**src/design/plane_point_rotator_assert.svh**
```systemverilog
// Assertion macros for the rotator; empty when SYNTH is set.
`ifndef PLANE_POINT_ROTATOR_ASSERT_SVH
`define PLANE_POINT_ROTATOR_ASSERT_SVH

`ifndef SYNTH

`define PPR_ASSERT_IMPLY(name, clk, rst_n, ante, cons) \
  name: assert property (@(posedge clk) disable iff (!rst_n) (ante) |-> (cons)) \
    else $error("%m: implication check failed");

`define PPR_ASSERT_DELAY(name, clk, rst_n, ante, n, cons) \
  name: assert property (@(posedge clk) disable iff (!rst_n) (ante) |-> ##(n) (cons)) \
    else $error("%m: delayed check failed");

`else

`define PPR_ASSERT_IMPLY(name, clk, rst_n, ante, cons)

`define PPR_ASSERT_DELAY(name, clk, rst_n, ante, n, cons)

`endif

`endif

```
**src/design/ppr_pkg.sv**
```systemverilog
`default_nettype none

package ppr_pkg;

  localparam int ROTATION_STAGES = 16;
  localparam int NumStages = (ROTATION_STAGES > 32) ? 32 : ROTATION_STAGES;

  localparam int DegHalf     = 180;
  localparam int AngleScale  = 64;
  localparam int FullTurn    = 2 * DegHalf * AngleScale;
  localparam int HalfTurn    = DegHalf * AngleScale;
  localparam int QuarterTurn = HalfTurn / 2;

  localparam int ZIntMul    = (1 << 23) / 45;
  localparam int ZRemMul    = (1 << 23) % 45;
  localparam int ZRound     = 22;
  localparam int RecipShift = 24;
  localparam int RecipMul   = ((1 << RecipShift) + 44) / 45;

  localparam logic signed [32:0] GainQ32 = 33'sd2608131497;

  localparam int PrepStages = 5;
  localparam int Latency    = PrepStages + NumStages + 1;

  typedef struct packed {
    logic signed [23:0] x_in;
    logic signed [23:0] y_in;
    logic signed [15:0] angle;
  } point_t;

  typedef struct packed {
    logic signed [23:0] x_out;
    logic signed [23:0] y_out;
    logic               saturated;
  } result_t;

  typedef struct packed {
    logic signed [41:0] xs;
    logic signed [41:0] ys;
    logic signed [32:0] z;
  } rot_t;

  function automatic logic [31:0] atan_entry(input logic [4:0] idx);
    logic [31:0] val;
    case (idx)
      5'd0:    val = 32'h20000000;
      5'd1:    val = 32'h12E4051E;
      5'd2:    val = 32'h09FB385B;
      5'd3:    val = 32'h051111D4;
      5'd4:    val = 32'h028B0D43;
      5'd5:    val = 32'h0145D7E1;
      5'd6:    val = 32'h00A2F61E;
      5'd7:    val = 32'h00517C55;
      5'd8:    val = 32'h0028BE53;
      5'd9:    val = 32'h00145F2F;
      5'd10:   val = 32'h000A2F98;
      5'd11:   val = 32'h000517CC;
      5'd12:   val = 32'h00028BE6;
      5'd13:   val = 32'h000145F3;
      5'd14:   val = 32'h0000A2FA;
      5'd15:   val = 32'h0000517D;
      5'd16:   val = 32'h000028BE;
      5'd17:   val = 32'h0000145F;
      5'd18:   val = 32'h00000A30;
      5'd19:   val = 32'h00000518;
      5'd20:   val = 32'h0000028C;
      5'd21:   val = 32'h00000146;
      5'd22:   val = 32'h000000A3;
      5'd23:   val = 32'h00000051;
      5'd24:   val = 32'h00000029;
      5'd25:   val = 32'h00000014;
      5'd26:   val = 32'h0000000A;
      5'd27:   val = 32'h00000005;
      5'd28:   val = 32'h00000003;
      5'd29:   val = 32'h00000001;
      5'd30:   val = 32'h00000001;
      default: val = 32'h00000000;
    endcase
    return val;
  endfunction

endpackage

`default_nettype wire

```
**src/design/ppr_prep.sv**
```systemverilog
`default_nettype none

module ppr_prep (
  input  wire logic           clk_i,
  input  wire logic           rst_ni,
  input  wire logic           valid_i,
  input  wire ppr_pkg::point_t pt_i,
  output logic                valid_o,
  output ppr_pkg::rot_t       rot_o
);

  localparam logic signed [16:0] Full    = 17'(ppr_pkg::FullTurn);
  localparam logic signed [16:0] Half    = 17'(ppr_pkg::HalfTurn);
  localparam logic signed [16:0] Quarter = 17'(ppr_pkg::QuarterTurn);

  logic [4:0] vld_q;

  ppr_pkg::point_t pt0_q;

  logic signed [24:0] x1_d, y1_d, x1_q, y1_q;
  logic               neg1_d, neg1_q;
  logic [12:0]        mag1_d, mag1_q;

  logic signed [41:0] xs2_d, ys2_d, xs2_q, ys2_q, xs3_q, ys3_q;
  logic               neg2_q, neg3_q;
  logic [29:0]        p1_2_d, p1_2_q, p1_3_q;
  logic [17:0]        v2_d, v2_q;
  logic [12:0]        q3_d, q3_q;

  ppr_pkg::rot_t rot_d, rot_q;

  logic signed [16:0] r_a, r_b, r_c, r_d, r_e, r_f, r_m;
  logic               flip;
  logic signed [57:0] px, py, rx, ry;
  logic [36:0]        qprod;
  logic [32:0]        zsum;

  always_ff @(posedge clk_i or negedge rst_ni) begin
    if (!rst_ni) begin
      vld_q <= '0;
    end else begin
      vld_q <= {vld_q[3:0], valid_i};
    end
  end

  always_comb begin
    r_a = {pt0_q.angle[15], pt0_q.angle};
    r_b = (r_a >= Full) ? r_a - Full : r_a;
    r_c = (r_b < 17'sd0) ? r_b + Full : r_b;
    r_d = (r_c < 17'sd0) ? r_c + Full : r_c;
    r_e = (r_d > Half) ? r_d - Full : r_d;
    flip = 1'b0;
    r_f = r_e;
    if (r_e > Quarter) begin
      flip = 1'b1;
      r_f = r_e - Half;
    end else if (r_e < -Quarter) begin
      flip = 1'b1;
      r_f = r_e + Half;
    end
    neg1_d = r_f[16];
    r_m = neg1_d ? -r_f : r_f;
    mag1_d = r_m[12:0];
    x1_d = {pt0_q.x_in[23], pt0_q.x_in};
    y1_d = {pt0_q.y_in[23], pt0_q.y_in};
    if (flip) begin
      x1_d = -x1_d;
      y1_d = -y1_d;
    end
  end

  always_comb begin
    px = x1_q * ppr_pkg::GainQ32;
    py = y1_q * ppr_pkg::GainQ32;
    rx = px + 58'sd32768;
    ry = py + 58'sd32768;
    xs2_d = rx[57:16];
    ys2_d = ry[57:16];
    p1_2_d = 30'(mag1_q) * 30'(ppr_pkg::ZIntMul);
    v2_d = 18'(mag1_q) * 18'(ppr_pkg::ZRemMul) + 18'(ppr_pkg::ZRound);
  end

  always_comb begin
    qprod = 37'(v2_q) * 37'(ppr_pkg::RecipMul);
    q3_d = qprod[ppr_pkg::RecipShift +: 13];
  end

  always_comb begin
    zsum = 33'(p1_3_q) + 33'(q3_q);
    rot_d.xs = xs3_q;
    rot_d.ys = ys3_q;
    rot_d.z  = neg3_q ? -zsum : zsum;
  end

  always_ff @(posedge clk_i) begin
    pt0_q  <= pt_i;
    x1_q   <= x1_d;
    y1_q   <= y1_d;
    neg1_q <= neg1_d;
    mag1_q <= mag1_d;
    xs2_q  <= xs2_d;
    ys2_q  <= ys2_d;
    neg2_q <= neg1_q;
    p1_2_q <= p1_2_d;
    v2_q   <= v2_d;
    xs3_q  <= xs2_q;
    ys3_q  <= ys2_q;
    neg3_q <= neg2_q;
    p1_3_q <= p1_2_q;
    q3_q   <= q3_d;
    rot_q  <= rot_d;
  end

  assign valid_o = vld_q[4];
  assign rot_o   = rot_q;

endmodule

`default_nettype wire

```
**config.mk**
```make
export PLATFORM = sky130hd
export DESIGN_NAME = ppr_prep
export DESIGN_NICKNAME = d
export VERILOG_FILES = /design/src/design/plane_point_rotator_assert.svh /design/src/design/ppr_pkg.sv /design/src/design/ppr_prep.sv
export SDC_FILE = /design/constraint.sdc
export NUM_CORES = 2
export LEC_CHECK = 0
export BUFFER_PORTS_ARGS = -buffer_cell sky130_fd_sc_hd__clkbuf_2
export CAP_MARGIN = 10
export CORE_UTILIZATION = 34
export CTS_CLUSTER_SIZE = 24
export DETAILED_ROUTE_END_ITERATION = 10
export MAX_ROUTING_LAYER = met4
export PLACE_DENSITY = 0.45
export SLEW_MARGIN = 20
export SYNTH_ARGS = -nofsm -noshare
export SYNTH_HDL_FRONTEND = slang
export SYNTH_SLANG_ARGS = --single-unit
```
**constraint.sdc**
```tcl
create_clock -name clk_i -period 8.55 [get_ports clk_i]
set_input_delay 0.4275 -clock clk_i [delete_from_list [all_inputs] [get_ports clk_i]]
set_output_delay 0.4275 -clock clk_i [all_outputs]
set_load 0.005 [all_outputs]
```
==> metrics.txt <==
status completed; Primary FF master, synth dfxtp_1; global route overflow 0; CP required 9.18 ns; synth warn 0; syn_area_per_cell 10.8 sq um; clock skew 0.0532 ns; Final setup violation count 0; placed insts 6709; delay-heaviest family, CP adder cells; routed wire length 133000 microns; CP max stage cell dfxtp_1; total CTS buffers 61; Post-synth EDFFs 0; most used cell, CP fa_1; hold crit path type in2async; Tightest Pin Transition 0.795 ns; die area 147000 sq um; Setup Crit Path Kind reg2reg; Mapped Cells 4579; DRC 0; Final Cycle Share 94.9%; Final Slew Violations 0; vias in the first global route 33800; DR WL met2 57500 microns; post-synthesis sequential area ratio 20.6%; HPWL after DPL 118000 microns; CTS Buffer Depth 3; number of top-level pins 185; Final ANT Viol Nets 0; Finished Layout Cells 6892; CORE AREA 144000 sq um; Post-Syn Area 49600 sq um; root buffer cell clkbuf_16; crit path DAT 8.74 ns; top sig layer met4; Synth Register Bits 510; RSZ-0062 raised after global routing false; critical path capture point type flop; final hold vios 0; initial antenna violation count 8; setup TNS 0 ns; share of async-settable or async-resettable flops after synthesis 0.980%; IO Port Bufs 184; CTS clk-pin slew, worst paths 0.06 ns; CP max FO 7; chip width 384 microns; layout cells sized above 1 8.22%; Buf+Inv Stages, Crit Path 4; Max-slew headroom 46.6%; Total GRT Usage 19.2%; MaxCap Viol Count 0; Area Growth Syn to Fin 13.3%; gpl congestion 0.945; 1st-pass router iterations 5; pin count of the biggest net entering global routing 35; H-tree levels 2; drt first-iter violations 1315; Via density 4.50; routed vias 31000; M1 WL 68800 microns; Avg WL per Cell 19.3 microns; first-pass GRT wire length 207000 microns; syn_nets 6307; Tmin final 8.11 ns; WL met3 4940 microns; CP Launch Type flop; effective utilization at floorplan 34.4%; Crit path largest cell delay 0.59 ns; Skew-Pair Late Insertion Delay 0.71 ns; CTS tree yes; clock sinks 510; worst hold slack 0.129 ns; Yosys cell types 90; utilization after layout 39.0%; die height 384 microns; FP Rows 139; fmax 0.123 GHz; final net count 6663
[routing by layer]
layer	GRT usage, %	vias up
met2	28.4	421
li1	-	15000
met3	2.65	87
met4	3.12	0
met1	28.2	15500
met5	-	-
[path summary, 6_finish.rpt]
kind / depth (start not counted) / from / slack (ns) / to
setup / recovery: 27 / x1_q[10]$_DFF_P_ / 0.44 / xs2_q[41]$_DFF_P_
hold / removal: 2 / rst_ni / 0.13 / vld_q[4]$_DFF_PN0_
hold reg to reg: 0 / xs2_q[12]$_DFF_P_ / 0.31 / xs3_q[12]$_DFF_P_
max in group asynchronous: 2 / rst_ni / 8.28 / vld_q[1]$_DFF_PN0_
min in group clk_i: 0 / xs2_q[12]$_DFF_P_ / 0.31 / xs3_q[12]$_DFF_P_
setup reg to reg: 27 / x1_q[10]$_DFF_P_ / 0.44 / xs2_q[41]$_DFF_P_
[sequential cells by signal, indices dropped and copies added (netlist names)]
signal / count
rot_o: 117
pt0_q: 64
xs2_q: 42
xs3_q: 42
ys2_q: 42
ys3_q: 42
p1_3_q: 30
p1_2_q: 29
x1_q: 25
y1_q: 25
v2_q: 18
mag1_q: 13
q3_q: 13
vld_q: 5
neg1_q: 1
neg2_q: 1
neg3_q: 1
[cells in the final DEF (no fill, tap or decap), drive strengths merged, types with 34 or more instances in the layout]
cell            n
o21a           34
a21oi          98
o21ai          77
nor3           56
inv          1216
a21o           43
xor2           57
nor2          151
dlygate4sd3    66
dfxtp         505
xnor2         182
nand3          35
clkbuf        260
fa            840
buf            65
nand2         100
ha            821
[through the flow]
stage / instance area (sq um) / setup WS (ns)
CTS: 56200 / 0.309
detailed placement: 53300 / 0.353
floorplan: 49600 / 1.47
global placement: 53300 / 0.401
global route: 56200 / 0.00420
finish: 56200 / 0.436
[final cells by class]
| type | count | area (sq um) |
|---|---|---|
| multi-input cells | 2842 | 34800 |
| clock buffers | 76 | 1680 |
| diodes | 1 | 2.50 |
| well taps | 1903 | 2380 |
| flip-flops and latches | 510 | 10200 |
| fillers | 14300 | 88000 |
| clock inverters | 40 | 539 |
| inverters | 1205 | 4520 |
| repair buffers | 315 | 2080 |
[synthesized netlist by cell type, drive strengths merged (18+ instances only)]
cell type | count | area [sq um]
a21o | 43 | 323
or2 | 18 | 115
nand2b | 26 | 163
nor2b | 28 | 175
xnor2 | 182 | 1600
a21oi | 98 | 502
or3 | 18 | 113
nand3 | 35 | 175
dfxtp | 505 | 10100
ha | 821 | 10300
nor3 | 56 | 280
fa | 840 | 16800
o31ai | 23 | 178
xor2 | 57 | 499
nor2 | 151 | 567
o21bai | 18 | 135
o21ai | 77 | 393
o21a | 34 | 255
inv | 1205 | 4520
nand2 | 100 | 375
[logic make-up after synthesis]
group,after synthesis,share of synthesized area (%)
DFF,510,20.6
and+or+nand+nor,512,5.13
adders and majority gates,1661,54.6
AOI/OAI and AO/OA,420,5.88
buffers and inverters,1227,9.31
muxes,10,0.209
xor gates and xnor gates,239,4.23
[what timing repair did]
| item | CTS | global route |
|---|---|---|
| hold buffers | 66 | 0 |
| resized for setup | 0 | 2 |
| hold endpoints to repair | 70 | 0 |
| setup buffers | 0 | 0 |
| endpoints found under the setup margin | 0 | 3 |
Power is left out: the tool's default activity adds up to more than one toggle a clock period on the data nets, which glitch-free logic cannot reach.
